==> config.mk <==
export PLATFORM = sky130hd
export DESIGN_NAME = fedbx_queue
export DESIGN_NICKNAME = d
export VERILOG_FILES = /design/src/rtl/fedbx_pkg.sv /design/src/rtl/fedbx_queue.sv
export SDC_FILE = /design/constraint.sdc
export NUM_CORES = 1
export LEC_CHECK = 0
export BUFFER_PORTS_ARGS = -buffer_cell sky130_fd_sc_hd__buf_2
export CORE_UTILIZATION = 51
export DETAILED_ROUTE_END_ITERATION = 8
export PLACE_DENSITY = 0.75
export SLEW_MARGIN = 20
export SYNTH_ARGS = -nofsm -noshare
export SYNTH_HDL_FRONTEND = slang
export SYNTH_SLANG_ARGS = --single-unit
==> constraint.sdc <==
create_clock -name clk -period 6.2 [get_ports clk]
set_input_delay 0.93 -clock clk [delete_from_list [all_inputs] [get_ports clk]]
set_output_delay 0.93 -clock clk [all_outputs]
set_load 0.005 [all_outputs]
==> src/rtl/fedbx_pkg.sv <==
// Shared types, constants and the data-word decoder of the event deframer.
// No dependencies.
package fedbx_pkg;

  localparam int CROSSING_BINS_DEF = 4096;
  localparam int COUNT_WIDTH_DEF   = 16;
  localparam int QUEUE_DEPTH       = 4;

  localparam logic [31:0] TDC_MARK      = 32'h5333_3333;
  localparam logic [3:0]  TRAILER_NIB   = 4'ha;
  localparam logic [7:0]  TRAILER_BYTE  = 8'ha0;
  localparam logic [7:0]  HEADER_BYTE   = 8'h50;
  localparam logic [31:0] ALL_ONES      = 32'hffff_ffff;
  localparam logic [7:0]  TDC_LIMIT_RST = 8'd100;
  localparam logic [31:0] WRAP_STEP_RST = 32'd86400000;
  localparam logic [31:0] LAST_TIME_RST = 32'hffff_ffff;

  localparam logic OP_STREAM   = 1'b0;
  localparam logic OP_READ     = 1'b1;
  localparam logic KIND_EVENT  = 1'b0;
  localparam logic KIND_READ   = 1'b1;
  localparam logic REG_TDC_SCAN_LIMIT = 1'b0;
  localparam logic REG_TIME_WRAP_STEP = 1'b1;

  typedef enum logic [1:0] {
    MODE_HUNT,
    MODE_TDC,
    MODE_EVENT,
    MODE_SKIP
  } mode_t;

  typedef struct packed {
    logic        opcode;
    logic [31:0] stream_word;
    logic [11:0] bin_index;
  } in_t;

  typedef struct packed {
    logic        result_kind;
    logic [11:0] crossing;
    logic [23:0] event_number;
    logic [15:0] hit_count;
    logic [15:0] special_a_count;
    logic [15:0] special_b_count;
    logic [15:0] special_c_count;
    logic [15:0] error_count;
    logic [15:0] data_word_count;
    logic [31:0] event_time;
    logic [31:0] bin_events;
    logic [31:0] bin_hits;
  } res_t;

  typedef struct packed {
    logic        kind;
    logic [11:0] crossing;
    logic [23:0] event_number;
    logic [15:0] hit_count;
    logic [15:0] special_a_count;
    logic [15:0] special_b_count;
    logic [15:0] special_c_count;
    logic [15:0] error_count;
    logic [15:0] data_word_count;
    logic [31:0] event_time;
    logic [31:0] hist_hits;
  } job_t;

  typedef struct packed {
    logic full;
    logic empty;
  } q_stat_t;

  typedef struct packed {
    logic       hit;
    logic       spa;
    logic       spb;
    logic       spc;
    logic [1:0] err;
  } dec_t;

  function automatic dec_t decode_word(input logic [31:0] w);
    dec_t       d;
    logic [5:0] chan;
    logic [4:0] chip;
    d    = '0;
    chan = w[31:26];
    chip = w[25:21];
    if (w[27:0] == 28'd0) begin
      d.err = 2'd1;
    end else if (chip > 5'd25) begin
      if (w == ALL_ONES) begin
        d.err = 2'd1;
      end else begin
        case (chip) inside
          5'd26, 5'd27: d.spa = 1'b1;
          5'd29:        d.spb = 1'b1;
          5'd31:        d.spc = 1'b1;
          default:      d.err = 2'd1;
        endcase
      end
    end else if (chan > 6'd0 && chan < 6'd37) begin
      if (chip >= 5'd1 && chip <= 5'd3) d.hit = 1'b1;
      else d.err = 2'd1;
    end else begin
      d.err = 2'd2;
    end
    return d;
  endfunction

endpackage

==> src/rtl/fedbx_queue.sv <==
// Short job queue between the front and back parts.
// Depends on fedbx_pkg.
module fedbx_queue #(
  parameter int DEPTH = fedbx_pkg::QUEUE_DEPTH
) (
  input  logic              clk,
  input  logic              rst,
  input  logic              push,
  input  fedbx_pkg::job_t   push_data,
  input  logic              pop,
  output fedbx_pkg::job_t   pop_data,
  output fedbx_pkg::q_stat_t stat
);

  localparam int PW = (DEPTH > 1) ? $clog2(DEPTH) : 1;
  localparam int NW = $clog2(DEPTH + 1);

  fedbx_pkg::job_t slots [DEPTH];
  logic [PW-1:0] head, tail;
  logic [NW-1:0] fill;

  assign pop_data   = slots[head];
  assign stat.full  = (fill == NW'(DEPTH));
  assign stat.empty = (fill == '0);

  always_ff @(posedge clk) begin
    if (push) slots[tail] <= push_data;
  end

  always_ff @(posedge clk) begin
    if (rst) begin
      head <= '0;
      tail <= '0;
      fill <= '0;
    end else begin
      if (push) tail <= (tail == PW'(DEPTH - 1)) ? '0 : tail + PW'(1);
      if (pop)  head <= (head == PW'(DEPTH - 1)) ? '0 : head + PW'(1);
      if (push && !pop) fill <= fill + NW'(1);
      else if (pop && !push) fill <= fill - NW'(1);
    end
  end

endmodule

==> results.txt <==
CTS tree -> done
Max rail drop VDD -> 270 uV
Slew HR -> 39.0%
Int Pwr -> 9130 uW
number of DRC markers in iteration 0 -> 747
maxcap violations -> 0
Synth-to-Final Area Change -> 18.3%
power density cells -> 337 mW/mm^2
Gate power share -> 7.4%
Synth area leader -> edfxtp_1
Seq pwr share -> 54.1%
Fin Setup TNS -> 0 ns
synth warn -> 0
largest net degree at the start of global routing -> 103
fillers -> 3,805
placed insts -> 2,190
Seq cells post-synth -> 797
CP startpoint kind -> flip-flop
# DRC -> 0
vias in the first global route -> 13,500
Post-DRT Antenna Nets -> 0
Port Buffers -> 399
Syn Area/Cell -> 26.9 um^2
TritonRoute pass-1 iters -> 5
CTS sink cnt -> 797
Chip Height -> 240 um
endpoints failing setup -> 0
drt wl/cell -> 23.5 um
synthesized net count -> 1,282
RSZ-0062 raised after global routing -> false
H-tree Lvls -> 3
Clk pwr share -> 38.5%
Worst setup EP type -> output pin
crit path DAT -> 2.89 ns
most frequent cells in the layout -> edfxtp_1, buf_2, mux4_2, clkbuf_16, clkbuf_1
Initial Util -> 52.0%
GRT Overall Usage -> 19.1%
share of cells above drive strength 1 -> 45.6%
Clock Skews -> 0.0220 ns
TritonCTS Buffers -> 80
CTS clock-pin slew for the worst setup and hold paths -> 0.06 ns
required time of the critical path -> 5.27 ns
Mapped Cells -> 1,074
row cnt -> 86
Skew-Pair Late Insertion Delay -> 0.60 ns
pins over their slew limit -> 0
Crit Path Class -> reg -> out
nets@finish -> 1,732
global-route wire length before repair -> 80,700 um
grt ovf -> 0
IO Pins -> 400
die area -> 0.0575 mm^2
status -> complete, no violations
Final Util -> 61.5%
final wirelength -> 55,100 um
Die Wd -> 240 um
minimum clock period -> 3.82 ns
Yosys cell types -> 18
core area -> 0.0555 mm^2
P_leak -> 0.0114 uW
Final GP Congestion -> 0.721
worst min-delay path class -> in -> reg
switching power total -> 2380 uW
HPWL Detailed -> 32,200 um
Max FO, Critical Path -> 87
Final period util -> 61.7%
Post-CTS Resized -> 0
Seq/Total Area, Yosys -> 82.6%
maximum clock frequency -> 262 MHz
vias post-DR -> 12,900
post-cts hold buffer count -> 0
Tightest Pin Transition -> 0.915 ns
DR vias/cell -> 5.49
Layout Cells excl Fill -> 2,341
Hold Fails Final Rpt -> 0
Net Sw Frac -> 20.7%
commonest non-fill, non-tap cell in the layout -> edfxtp_1
Max Buffers Root-to-Sink -> 3
Synth area leaders -> edfxtp_1, mux4_2, dfxtp_1
post-CTS setup buffer count -> 0
initial antenna violation count -> 18
clk root buf -> clkbuf_16
Yosys top cell area share -> 82.0%
Synth Cell Area -> 0.0289 mm^2
-- synth_stat cells --
cell type and number:
a21oi_1 3, and2_1 4, buf_2 21, buf_6 16, clkbuf_1 7, dfxtp_1 9
edfxtp_1 788, fa_1 1, ha_1 6, inv_1 5, mux2i_1 3, mux4_2 197
nor2_1 6, nor3_1 1, nor3b_1 3, o21ai_0 1, or3_1 1, xor2_1 2
-- flip-flops by register name (all words and copies together), names as in the netlist, named ones only --
name	count
slots	788
fill	3
tail	2
head	2
-- routing by layer --
| layer | routed length [um] | track usage [%] | vias up |
|---|---|---|---|
| met5 | 113 | 0 | - |
| met4 | 1230 | 5.69 | 18 |
| met3 | 4140 | 6.41 | 102 |
| met2 | 28400 | 31.7 | 419 |
| met1 | 21100 | 23.8 | 6736 |
| li1 | - | - | 5582 |
-- power by group through the flow --
stage               Combinational, uW  Sequential (uW)  Clock [uW]
floorplan                         478             6340           0
global placement                  855             6320           0
detailed placement                871             6330           0
CTS                               878             6220        4530
global route                      928             6240        4720
finish                            856             6220        4430
-- area by class of cell --
class	count	area, um^2	area share (%)
flip-flops and latches	797	23900	69.9
multi-input cells	228	4690	13.7
repair buffers	412	2180	6.40
clock buffers	104	2140	6.28
well taps	748	936	2.74
clock inverters	35	269	0.788
diodes	12	30.0	0.0880
inverters	5	18.8	0.0550
-- final timing paths --
check / from / end / slack, ns / depth (start not counted)
setup / recovery: flip-flop / pop_data[151] / 2.38 / 3
hold / removal: push_data[5] / slots[2][5] / 0.54 / 1
setup reg to reg: tail[0] / slots[3][82] / 3.72 / 3
hold reg to reg: head[1] / flip-flop / 0.55 / 2
-- stage by stage --
step / hold slack, ns / cell area, um^2 / power [uW] / worst slack, ns
final: 0.538 / 34100 / 11500 / 2.38
after global placement: 0.478 / 31700 / 7170 / 2.94
after CTS: 0.493 / 34100 / 11600 / 2.24
after global routing: 0.493 / 34100 / 11900 / 2.12
after floorplan: 0.460 / 28900 / 6820 / 0.218
after detailed placement: 0.542 / 31700 / 7200 / 2.91
-- cell families (layout without fill, tap and decap cells) --
kind of cell / count (synthesis) / after routing / synth area share, %
flip-flops: 797 / 797 / 82.6
multiplexers: 200 / 200 / 15.5
buffers and inverters: 49 / 556 / 1.14
AND/OR/NAND/NOR: 15 / 15 / 0.282
adder cells (fa/ha/maj): 7 / 7 / 0.330
AO/OA/AOI/OAI: 4 / 4 / 0.0693
XOR/XNOR: 2 / 2 / 0.0607
other: 0 / 12 / 0
-- critical path, cell delays in order (launching register included) --
cell and delay [ns]:
dfxtp_4 0.75, buf_12 0.53, mux4_2 0.63, buf_2 0.15
Note: power is estimated with default switching activity, not from simulation.
