$ cat src/rtl/fedbx_pkg.sv
// Shared types, constants and the data-word decoder of the event deframer.
// No dependencies.
package fedbx_pkg;

  localparam int CROSSING_BINS_DEF = 4096;
  localparam int COUNT_WIDTH_DEF   = 16;
  localparam int QUEUE_DEPTH       = 4;

  localparam logic [31:0] TDC_MARK      = 32'h5333_3333;
  localparam logic [3:0]  TRAILER_NIB   = 4'ha;
  localparam logic [7:0]  TRAILER_BYTE  = 8'ha0;
  localparam logic [7:0]  HEADER_BYTE   = 8'h50;
  localparam logic [31:0] ALL_ONES      = 32'hffff_ffff;
  localparam logic [7:0]  TDC_LIMIT_RST = 8'd100;
  localparam logic [31:0] WRAP_STEP_RST = 32'd86400000;
  localparam logic [31:0] LAST_TIME_RST = 32'hffff_ffff;

  localparam logic OP_STREAM   = 1'b0;
  localparam logic OP_READ     = 1'b1;
  localparam logic KIND_EVENT  = 1'b0;
  localparam logic KIND_READ   = 1'b1;
  localparam logic REG_TDC_SCAN_LIMIT = 1'b0;
  localparam logic REG_TIME_WRAP_STEP = 1'b1;

  typedef enum logic [1:0] {
    MODE_HUNT,
    MODE_TDC,
    MODE_EVENT,
    MODE_SKIP
  } mode_t;

  typedef struct packed {
    logic        opcode;
    logic [31:0] stream_word;
    logic [11:0] bin_index;
  } in_t;

  typedef struct packed {
    logic        result_kind;
    logic [11:0] crossing;
    logic [23:0] event_number;
    logic [15:0] hit_count;
    logic [15:0] special_a_count;
    logic [15:0] special_b_count;
    logic [15:0] special_c_count;
    logic [15:0] error_count;
    logic [15:0] data_word_count;
    logic [31:0] event_time;
    logic [31:0] bin_events;
    logic [31:0] bin_hits;
  } res_t;

  typedef struct packed {
    logic        kind;
    logic [11:0] crossing;
    logic [23:0] event_number;
    logic [15:0] hit_count;
    logic [15:0] special_a_count;
    logic [15:0] special_b_count;
    logic [15:0] special_c_count;
    logic [15:0] error_count;
    logic [15:0] data_word_count;
    logic [31:0] event_time;
    logic [31:0] hist_hits;
  } job_t;

  typedef struct packed {
    logic full;
    logic empty;
  } q_stat_t;

  typedef struct packed {
    logic       hit;
    logic       spa;
    logic       spb;
    logic       spc;
    logic [1:0] err;
  } dec_t;

  function automatic dec_t decode_word(input logic [31:0] w);
    dec_t       d;
    logic [5:0] chan;
    logic [4:0] chip;
    d    = '0;
    chan = w[31:26];
    chip = w[25:21];
    if (w[27:0] == 28'd0) begin
      d.err = 2'd1;
    end else if (chip > 5'd25) begin
      if (w == ALL_ONES) begin
        d.err = 2'd1;
      end else begin
        case (chip) inside
          5'd26, 5'd27: d.spa = 1'b1;
          5'd29:        d.spb = 1'b1;
          5'd31:        d.spc = 1'b1;
          default:      d.err = 2'd1;
        endcase
      end
    end else if (chan > 6'd0 && chan < 6'd37) begin
      if (chip >= 5'd1 && chip <= 5'd3) d.hit = 1'b1;
      else d.err = 2'd1;
    end else begin
      d.err = 2'd2;
    end
    return d;
  endfunction

endpackage

$ cat src/rtl/fedbx_front.sv
// Front part: pairs stream words, tracks framing, counts data words, builds jobs.
// Depends on fedbx_pkg.
module fedbx_front #(
  parameter int COUNT_WIDTH = fedbx_pkg::COUNT_WIDTH_DEF
) (
  input  logic             clk,
  input  logic             rst,
  input  logic             cfg_we,
  input  logic             cfg_index,
  input  logic [31:0]      cfg_data,
  input  logic             take,
  input  fedbx_pkg::in_t   item,
  output logic             push,
  output fedbx_pkg::job_t  job
);

  localparam int CW = COUNT_WIDTH;

  fedbx_pkg::mode_t mode, mode_next;
  logic        pair_half, pair_half_next;
  logic [31:0] first_hold, first_hold_next;
  logic [31:0] pend_a, pend_a_next, pend_b, pend_b_next;
  logic        pend_vld, pend_vld_next;
  logic [31:0] prev_a, prev_a_next, prev_b, prev_b_next;
  logic [7:0]  tdc_seen, tdc_seen_next;
  logic [CW-1:0] cnt [5];
  logic [CW-1:0] cnt_next [5];
  logic [CW-1:0] word_cnt, word_cnt_next;
  logic [11:0] cur_xing, cur_xing_next;
  logic [23:0] cur_evt, cur_evt_next;
  logic [31:0] last_time, last_time_next;
  logic [31:0] time_off, time_off_next;
  logic [7:0]  tdc_limit;
  logic [31:0] wrap_step;

  logic        stream, ev_pend, pair_done, fin_pend, fin_a, fin_b, finish;
  logic        tdc_open, hdr;
  logic [31:0] w, fin_time;
  logic [7:0]  tdc_seen_inc;
  fedbx_pkg::dec_t d0, d1;
  logic [2:0]  inc [5];

  function automatic logic [CW-1:0] sat_cnt(input logic [CW-1:0] c, input logic [2:0] n);
    logic [CW:0] s;
    s = {1'b0, c} + (CW+1)'(n);
    return s[CW] ? {CW{1'b1}} : s[CW-1:0];
  endfunction

  // Classify the word
  always_comb begin
    w         = item.stream_word;
    stream    = take && (item.opcode == fedbx_pkg::OP_STREAM);
    ev_pend   = (mode == fedbx_pkg::MODE_EVENT) && pend_vld;
    pair_done = stream && (mode == fedbx_pkg::MODE_HUNT || mode == fedbx_pkg::MODE_EVENT)
                && !ev_pend && pair_half;
    fin_pend  = stream && ev_pend && (w[31:24] == fedbx_pkg::TRAILER_BYTE);
    fin_b     = pair_done && (mode == fedbx_pkg::MODE_EVENT)
                && (w[31:24] == fedbx_pkg::TRAILER_BYTE);
    fin_a     = pair_done && (mode == fedbx_pkg::MODE_EVENT) && !fin_b
                && (first_hold[31:24] == fedbx_pkg::TRAILER_BYTE);
    finish    = fin_pend || fin_a || fin_b;
    tdc_open  = pair_done && (mode == fedbx_pkg::MODE_HUNT)
                && (first_hold == fedbx_pkg::TDC_MARK) && (w == fedbx_pkg::TDC_MARK);
    hdr       = pair_done && (mode == fedbx_pkg::MODE_HUNT) && !tdc_open
                && (((w[31:24] == fedbx_pkg::HEADER_BYTE) && (first_hold[7:0] == 8'd0))
                 || ((first_hold[31:24] == fedbx_pkg::HEADER_BYTE) && (w[7:0] == 8'd0)));
    tdc_seen_inc = tdc_seen + 8'd1;
    if (fin_pend) fin_time = pend_b;
    else if (fin_b) fin_time = first_hold;
    else fin_time = w;
  end

  // Next state
  always_comb begin
    mode_next = mode;
    unique case (mode)
      fedbx_pkg::MODE_HUNT: begin
        if (tdc_open) begin
          mode_next = (tdc_limit == 8'd0) ? fedbx_pkg::MODE_HUNT : fedbx_pkg::MODE_TDC;
        end else if (hdr) begin
          mode_next = fedbx_pkg::MODE_EVENT;
        end
      end
      fedbx_pkg::MODE_TDC: begin
        if (stream) begin
          if (w[31:28] == fedbx_pkg::TRAILER_NIB) mode_next = fedbx_pkg::MODE_SKIP;
          else if (tdc_seen_inc >= tdc_limit) mode_next = fedbx_pkg::MODE_HUNT;
        end
      end
      fedbx_pkg::MODE_SKIP: begin
        if (stream) mode_next = fedbx_pkg::MODE_HUNT;
      end
      fedbx_pkg::MODE_EVENT: begin
        if (finish) mode_next = fedbx_pkg::MODE_HUNT;
      end
      default: mode_next = fedbx_pkg::MODE_HUNT;
    endcase
  end

  // Datapath and job
  always_comb begin
    pair_half_next  = pair_half;
    first_hold_next = first_hold;
    pend_a_next     = pend_a;
    pend_b_next     = pend_b;
    pend_vld_next   = pend_vld;
    prev_a_next     = prev_a;
    prev_b_next     = prev_b;
    tdc_seen_next   = tdc_seen;
    word_cnt_next   = word_cnt;
    cur_xing_next   = cur_xing;
    cur_evt_next    = cur_evt;
    last_time_next  = last_time;
    time_off_next   = time_off;
    d0 = '0;
    d1 = '0;
    for (int k = 0; k < 5; k++) cnt_next[k] = cnt[k];

    if (stream) begin
      if (mode == fedbx_pkg::MODE_TDC) begin
        tdc_seen_next = tdc_seen_inc;
      end else if (ev_pend) begin
        pend_vld_next = 1'b0;
        if (pend_a != prev_a) d0 = fedbx_pkg::decode_word(pend_a);
        if (!fin_pend && (pend_b != prev_b)) d1 = fedbx_pkg::decode_word(pend_b);
        if (fin_pend) begin
          word_cnt_next = sat_cnt(word_cnt, 3'd1);
        end else begin
          word_cnt_next   = sat_cnt(word_cnt, 3'd2);
          prev_a_next     = pend_a;
          prev_b_next     = pend_b;
          first_hold_next = w;
          pair_half_next  = 1'b1;
        end
      end else if (mode != fedbx_pkg::MODE_SKIP) begin
        if (!pair_half) begin
          first_hold_next = w;
          pair_half_next  = 1'b1;
        end else begin
          pair_half_next = 1'b0;
          if (mode == fedbx_pkg::MODE_EVENT && !finish) begin
            pend_a_next   = first_hold;
            pend_b_next   = w;
            pend_vld_next = 1'b1;
          end
          if (tdc_open) tdc_seen_next = 8'd0;
          if (hdr) begin
            if (w[31:24] == fedbx_pkg::HEADER_BYTE) begin
              cur_evt_next  = w[23:0];
              cur_xing_next = first_hold[31:20];
            end else begin
              cur_evt_next  = first_hold[23:0];
              cur_xing_next = w[31:20];
            end
            for (int k = 0; k < 5; k++) cnt_next[k] = '0;
            word_cnt_next = '0;
            prev_a_next   = first_hold;
            prev_b_next   = w;
            pend_vld_next = 1'b0;
          end
        end
      end
    end

    inc[0] = 3'(d0.hit) + 3'(d1.hit);
    inc[1] = 3'(d0.spa) + 3'(d1.spa);
    inc[2] = 3'(d0.spb) + 3'(d1.spb);
    inc[3] = 3'(d0.spc) + 3'(d1.spc);
    inc[4] = 3'(d0.err) + 3'(d1.err);
    if (ev_pend && stream) begin
      for (int k = 0; k < 5; k++) cnt_next[k] = sat_cnt(cnt[k], inc[k]);
    end

    if (finish) begin
      if ($signed(fin_time) < $signed(last_time)) time_off_next = time_off + wrap_step;
      last_time_next = fin_time;
      pair_half_next = 1'b0;
      pend_vld_next  = 1'b0;
    end

    push = (take && (item.opcode == fedbx_pkg::OP_READ)) || finish;
    job  = '0;
    if (finish) begin
      job.kind            = fedbx_pkg::KIND_EVENT;
      job.crossing        = cur_xing;
      job.event_number    = cur_evt;
      job.hit_count       = 16'(cnt_next[0]);
      job.special_a_count = 16'(cnt_next[1]);
      job.special_b_count = 16'(cnt_next[2]);
      job.special_c_count = 16'(cnt_next[3]);
      job.error_count     = 16'(cnt_next[4]);
      job.data_word_count = 16'(word_cnt_next);
      job.event_time      = fin_time + time_off_next;
      job.hist_hits       = 32'(cnt_next[0]);
    end else begin
      job.kind     = fedbx_pkg::KIND_READ;
      job.crossing = item.bin_index;
    end
  end

  always_ff @(posedge clk) begin
    if (rst) begin
      mode      <= fedbx_pkg::MODE_HUNT;
      pair_half <= 1'b0;
      first_hold <= '0;
      pend_a    <= '0;
      pend_b    <= '0;
      pend_vld  <= 1'b0;
      prev_a    <= '0;
      prev_b    <= '0;
      tdc_seen  <= '0;
      for (int k = 0; k < 5; k++) cnt[k] <= '0;
      word_cnt  <= '0;
      cur_xing  <= '0;
      cur_evt   <= '0;
      last_time <= fedbx_pkg::LAST_TIME_RST;
      time_off  <= '0;
      tdc_limit <= fedbx_pkg::TDC_LIMIT_RST;
      wrap_step <= fedbx_pkg::WRAP_STEP_RST;
    end else begin
      mode      <= mode_next;
      pair_half <= pair_half_next;
      first_hold <= first_hold_next;
      pend_a    <= pend_a_next;
      pend_b    <= pend_b_next;
      pend_vld  <= pend_vld_next;
      prev_a    <= prev_a_next;
      prev_b    <= prev_b_next;
      tdc_seen  <= tdc_seen_next;
      for (int k = 0; k < 5; k++) cnt[k] <= cnt_next[k];
      word_cnt  <= word_cnt_next;
      cur_xing  <= cur_xing_next;
      cur_evt   <= cur_evt_next;
      last_time <= last_time_next;
      time_off  <= time_off_next;
      if (cfg_we) begin
        if (cfg_index == fedbx_pkg::REG_TDC_SCAN_LIMIT) tdc_limit <= cfg_data[7:0];
        else wrap_step <= cfg_data;
      end
    end
  end

endmodule

$ cat config.mk
export PLATFORM = sky130hd
export DESIGN_NAME = fedbx_front
export DESIGN_NICKNAME = d
export VERILOG_FILES = /design/src/rtl/fedbx_pkg.sv /design/src/rtl/fedbx_front.sv
export SDC_FILE = /design/constraint.sdc
export NUM_CORES = 1
export LEC_CHECK = 0
export BUFFER_PORTS_ARGS = -buffer_cell sky130_fd_sc_hd__buf_2
export CAP_MARGIN = 20
export CELL_PAD_IN_SITES_DETAIL_PLACEMENT = 1
export CELL_PAD_IN_SITES_GLOBAL_PLACEMENT = 1
export CORE_MARGIN = 2
export CORE_UTILIZATION = 44
export DETAILED_ROUTE_END_ITERATION = 8
export PLACE_DENSITY_LB_ADDON = 0.1
export SLEW_MARGIN = 15
export SYNTH_ARGS = -nofsm -noshare
export SYNTH_HDL_FRONTEND = slang
export SYNTH_SLANG_ARGS = --single-unit
$ cat constraint.sdc
create_clock -name clk -period 12.7 [get_ports clk]
set_clock_uncertainty 0.05 [all_clocks]
set_input_delay 2.54 -clock clk [delete_from_list [all_inputs] [get_ports clk]]
set_output_delay 2.54 -clock clk [all_outputs]
set_load 0.01 [all_outputs]
==> results of run 1 <==
## cell usage after synthesis (all sizes together) (30+ instances only)
library cell,number,area share (%)
and2,71,1.8
o211ai,43,1.3
a211oi,75,2.3
a21o,58,1.8
dfxtp,408,34
nand3,68,1.4
nor2,451,7.0
nor3,58,1.2
buf,59,1.5
ha,110,5.7
mux2i,92,3.8
inv,71,1.1
nand4,58,1.5
xnor2,30,1.1
a21oi,275,5.7
xor2,85,3.1
nor4,39,1.1
o21ai,154,3.2
and3,51,1.3
clkbuf,164,2.5
nand2,567,8.8
## path summary, 6_finish.rpt
| kind | startpoint | to | slack, ns |
|---|---|---|---|
| max reg2reg | mode[1] | cnt[0][67] | 7.15 |
| min | cur_xing[10] | cur_xing[10] | 0.41 |
| max | item[44] | job[60] | 0.43 |
| min reg2reg | cur_xing[10] | cur_xing[10] | 0.41 |
## cells in the final DEF, fill, tap and decap left out, types with 58 or more instances in the layout
cell type  synthesis  final
nand3_1           68     68
mux2i_1           92     92
ha_1             110    110
a21o_1            58     58
inv_1             70     69
xor2_1            85     85
nand4_1           58     58
and2_1            70     69
dfxtp_1          408    408
nor2_1           451    447
a211oi_1          75     74
o21ai_0          136    133
buf_2              7    264
a21oi_1          275    274
nand2_1          567    564
## stage by stage
stage | utilization [%] | area (sq um) | worst slack, ns
global route | 50.5 | 27700 | 0.0394
finish | 50.5 | 27700 | 0.431
detailed placement | 47.4 | 26000 | 0.253
global placement | 47.3 | 26000 | 0.428
floorplan | - | 24300 | 1.61
CTS | 50.4 | 27600 | 0.251
## per-layer routing
| metal | GRT usage, % | share of wire [%] |
|---|---|---|
| met5 | 0 | 0.014 |
| met1 | 38.2 | 42 |
| met2 | 54.2 | 49 |
| met3 | 3.60 | 4.6 |
| met4 | 13.0 | 4.2 |
## sequential cells by signal (all words and copies together), names as in the netlist
name	cells
pair_half	1
pend_b	32
prev_a	32
pend_a	32
time_off	32
cur_xing	12
pend_vld	1
wrap_step	32
first_hold	32
tdc_seen	8
last_time	32
cnt	80
word_cnt	16
mode	2
cur_evt	24
tdc_limit	8
prev_b	32
## area by class of cell
class / count / area [sq um]
Sequential cell: 408 / 8170
Tap cell: 704 / 881
Antenna cell: 2 / 5.00
Timing Repair Buffer: 313 / 1740
Clock buffer: 67 / 1410
Multi-Input combinational cell: 2564 / 15000
Fill cell: 6908 / 27200
Clock inverter: 17 / 221
Inverter: 71 / 269
## cell families (layout without fill, tap and decap cells)
kind of cell    count (synthesis)  count (layout)  synth area share, %
compound gates                765             765                 19.8
xor+xnor                      115             115                 4.15
fa+ha+maj                     119             119                 6.41
buf+inv                       294             468                 5.14
flops                         408             408                 33.6
mux                            99              99                 4.13
other cells                     1              18               0.0154
simple gates                 1450            1450                 26.7
## what timing repair did
item,in CTS,in global routing
setup buffers,0,0
resized for setup,0,8
endpoints found under the hold margin,0,0
endpoints found under the setup margin,0,4
## worst max-delay path: cells and delay by family
family,cells,cell delay (ns)
AOI/OAI and AO/OA,14,3.64
and+or+nand+nor,10,1.69
adders and majority gates,3,0.99
buffers and inverters,4,0.57
muxes,1,0.24
## report_power, final
part	switching (mW)	total (mW)	internal, mW
logic	0.113	0.167	0.0538
clock network	0.599	1.44	0.840
registers	0.0226	1.31	1.29
total	0.734	2.92	2.18
==> metrics.md, run 1 <==
| Metric | Value |
|---|---|
| Worst min path class | reg2reg |
| Residual DRC | 0 |
| Antenna violations before repair | 3 |
| Final setup fails | 0 |
| Crit-path max FO | 5 |
| CP Data Arrival Time | 9.68 ns |
| Max incr delay on CP | 0.45 ns |
| Worst r2r path cells | 18 |
| Sequential-to-total area share from yosys stat | 33.6% |
| Post-synth EDFFs | 0 |
| Final period util | 96.6% |
| Routed length per instance | 21.8 microns |
| Die X | 239 microns |
| Mapped Area | 24300 sq um |
| GRT Util Overall | 30.9% |
| RSZ-0062 raised after global routing | false |
| CTS Root Cell | clkbuf_16 |
| Post-Route WL | 90.2 mm |
| Worst Hold Path Cells | 2 |
| I/O Buffers | 263 |
| Die ar. | 57100 sq um |
| Netlist cell types | 80 |
| Vias in the first global route | 24900 |
| Clock Tree Buf Depth | 3 |
| FP Rows | 86 |
| RePlAce Congestion | 0.880 |
| CP Class | in2out |
| Placed instance count | 4056 |
| Max Clock Freq | 81.5 MHz |
| Grt total ovfl | 0 |
| Total power | 2.92 mW |
| CTS tree | done |
| Clock Latency Late Sink | 0.62 ns |
| Die H | 239 microns |
| CTS Hold Bufs | 0 |
| Nets | 3607 |
| Max Slew Vio Count | 0 |
| Worst slew pin tran | 1.13 ns |
| Ports | 280 |
| CP required | 10.11 ns |
| Syn avg cell area | 7.47 sq um |
| Clk slew on worst S/H paths | 0.05 ns |
| Initial Util | 44.3% |
| Syn-to-layout area delta | 14.1% |
| Most common cell on crit path | o21a_1 |
| Ys Warns | 0 |
| Pin count of the biggest net entering global routing | 110 |
| CTS buffer count | 48 |
| Max_cap viols | 0 |
| Hpwl dp | 65.5 mm |
| Post-Synthesis Cells | 3251 |
| Setup crit start kind | input port |
| Hold_ws | 0.409 ns |
| H-tree Lvls | 2 |
| Crit path max-delay cell type | fa_1 |
| Drt via density | 5.90 |
| Status | finished, final reports clean |
| Layout cells sized above 1 | 13.0% |
| Core Area | 54900 sq um |
| Async set or reset register ratio after synthesis | 0% |
| Post-Layout Cell Count | 4146 |
| Peak VDD IR | 0.0000927 V |
| Cell Pwr Density | 105 nW/um^2 |
| Ys flop type | dfxtp_1 |
| Leakage | 12.3 nW |
| Synth Register Bits | 408 |
| Crit. End Element | output port |
| DRT Pass-1 Iters | 5 |
| Hold Fails Final Rpt | 0 |
| Post-layout min period | 12.27 ns |
| Initial drt markers | 1453 |
| Post-route ant nets | 0 |
| Clk sinks | 408 |
| Setup TNS | 0 ns |
| Via count | 24500 |
| Relative slew slack | 24.4% |
| First-pass GRT wire length | 140 mm |
Note: power is estimated with default switching activity, not from simulation.
==> run 2: changes to the inputs <==
--- a/config.mk
+++ b/config.mk
@@ -13,6 +13,7 @@
 export CORE_UTILIZATION = 44
 export DETAILED_ROUTE_END_ITERATION = 8
 export PLACE_DENSITY_LB_ADDON = 0.1
+export RECOVER_POWER = 100
 export SLEW_MARGIN = 15
 export SYNTH_ARGS = -nofsm -noshare
 export SYNTH_HDL_FRONTEND = slang
==> run 2 against run 1 <==
Against the previous run: the flow now finishes with violations (capacitance limit, slew limit); combinational power is essentially flat; via count is essentially flat; maximum frequency is essentially flat; sequential power is essentially flat; die area is the same; hold slack is essentially flat; wire length is essentially flat; final area shrank 1.0%.
==> metrics.md, run 2 (same netlist as run 1, synthesis figures left out) <==
| Metric | Value |
|---|---|
| First-pass GRT wire length | 140 mm |
| Status | finished with violations |
| CP Class | in2out |
| Antenna violations before repair | 3 |
| Max_cap viols | 11 |
| Post-route ant nets | 0 |
| Vias in the first global route | 24900 |
| Ports | 280 |
| Setup crit start kind | input port |
| Worst Hold Path Cells | 2 |
| Hold Fails Final Rpt | 0 |
| Max incr delay on CP | 0.45 ns |
| Final setup fails | 0 |
| Hpwl dp | 65.5 mm |
| Max Clock Freq | 81.4 MHz |
| Grt total ovfl | 0 |
| Most common cell on crit path | o21a_1 |
| R2R setup slack | 5.42 ns |
| FP Rows | 86 |
| Switching share of total power | 25.1% |
| CP required | 10.11 ns |
| Clk sinks | 408 |
| Die ar. | 57100 sq um |
| Worst r2r src | first_hold[24] |
| Max Slew Vio Count | 824 |
| Post-Layout Cell Count | 4146 |
| Via count | 24500 |
| Worst r2r path cells | 9 |
| Clk slew on worst S/H paths | 0.05 ns |
| Sequential cell area | 8170 sq um |
| GRT Util Overall | 30.9% |
| Initial drt markers | 1393 |
| Post-Route WL | 90.1 mm |
| Leakage | 11.6 nW |
| CTS Root Cell | clkbuf_16 |
| Die H | 239 microns |
| Final period util | 96.7% |
| Most common cell after layout, fill and taps aside | nand2_1 |
| DRT Pass-1 Iters | 5 |
| Most frequent cells in the layout | nand2_1 (564), nor2_1 (447), dfxtp_1 (408), a21oi_1 (275), clkbuf_1 (160) |
| I/O Buffers | 263 |
| Drt via density | 5.90 |
| Initial Util | 44.3% |
| CTS tree | done |
| Die X | 239 microns |
| Clock Tree Buf Depth | 3 |
| Core Area | 54900 sq um |
| RR Endpoint | prev_a[19] |
| Clock Latency Late Sink | 0.62 ns |
| Placed instance count | 4056 |
| Fillers | 6984 |
| Logic pwr share | 5.7% |
| Top reg by flops | cnt |
| Worst slew pin tran | 5.17 ns |
| Crit path max-delay cell type | fa_1 |
| CP Data Arrival Time | 9.69 ns |
| CTS Hold Bufs | 0 |
| Post-layout min period | 12.28 ns |
| Int Power | 2.18 mW |
| Routed length per instance | 21.7 microns |
| Min-delay src | cur_xing[10] |
| Final setup margin | 0.420 ns |
| Multi-input logic area | 15000 sq um |
| Peak VDD IR | 0.0000932 V |
| Nets | 3607 |
| Syn-to-layout area delta | 12.9% |
| Hold endpoint | cur_xing[10] |
| Cell Pwr Density | 106 nW/um^2 |
| Violated checks | capacitance limit, slew limit |
| Switch Pwr | 734 uW |
| Relative slew slack | -245% |
| Post-CTS setup buffer count | 0 |
| Crit-path max FO | 5 |
| Clock power frac | 49.3% |
| Post-place setup slack | 0.253 ns |
| H-tree Lvls | 2 |
| Pin count of the biggest net entering global routing | 110 |
| CTS buffer count | 48 |
| Seq pwr share | 45.0% |
| RePlAce Congestion | 0.880 |
| Crit. End Element | output port |
| Worst min path class | reg2reg |
| Layout cells sized above 1 | 8.28% |
| Max FFs per register | 80 |
| Residual DRC | 0 |
-- run 2: changes by cell type in the layout (fill, tap and decap cells not counted), moves of 13 or more --
cell      delta
clkbuf_1   +155
buf_2      -140
and2_0      +40
and2_1      -39
buf_4       -13
-- run 2: worst max-delay path by stage --
stage | startpoint | endpoint | slack [ns]
finish | item[44] | job[60] | 0.42
global route | item[44] | job[61] | -0.03
CTS | take | job[61] | 0.25
detailed placement | take | job[61] | 0.25
global placement | take | job[61] | 0.43
floorplan | take | job[60] | 1.61
-- run 2: area by class of cell --
type                       instances  area share (%)
antenna                            2          0.0183
clock buffer                      67            5.15
clock inverter                    17           0.808
inverter                          71           0.981
multi-input combinational       2564            54.6
sequential                       408            29.8
tap                              704            3.21
timing repair buffer             313            5.41
-- run 2: timing repair --
action                     in CTS  in global routing
hold endpoints to repair        0                  0
gates resized for setup         0                  8
setup endpoints to repair       0                  4
-- run 2: critical path, delay by kind of cell --
family | cells | cell delay (ns)
AO/OA/AOI/OAI | 14 | 3.65
AND/OR/NAND/NOR | 10 | 1.71
adder cells (fa/ha/maj) | 3 | 0.97
buffers and inverters | 4 | 0.57
multiplexers | 1 | 0.26
-- run 2: metrics by stage --
stage / hold slack (ns) / TNS, ns / utilization, % / cell area (sq um) / power (mW)
2_1_floorplan: 0.382 / 0 / - / 24300 / 1.43
3_3_place_gp: 0.396 / 0 / 47.3 / 26000 / 1.50
5_1_grt: 0.442 / -0.0288 / 50.0 / 27400 / 3.01
4_1_cts: 0.412 / 0 / 50.4 / 27600 / 2.94
6_report: 0.409 / 0 / 50.0 / 27400 / 2.92
3_5_place_dp: 0.402 / 0 / 47.4 / 26000 / 1.51
-- run 2: layer usage --
metal | share of wire [%] | vias up | track usage, % | routed length (microns)
li1 | - | 11600 | - | -
met2 | 49 | 592 | 54.2 | 44000
met3 | 4.6 | 201 | 3.60 | 4120
met1 | 42 | 12000 | 38.2 | 38100
met5 | 0.014 | - | 0 | 13
met4 | 4.3 | 2 | 13.0 | 3900
-- run 2: power by group through the flow --
| stage | Combinational [mW] | Clock, mW | Sequential, mW |
|---|---|---|---|
| after floorplan | 0.0996 | 0 | 1.33 |
| after global placement | 0.159 | 0 | 1.34 |
| after detailed placement | 0.164 | 0 | 1.34 |
| after CTS | 0.165 | 1.47 | 1.31 |
| after global routing | 0.181 | 1.51 | 1.31 |
| final | 0.166 | 1.44 | 1.31 |
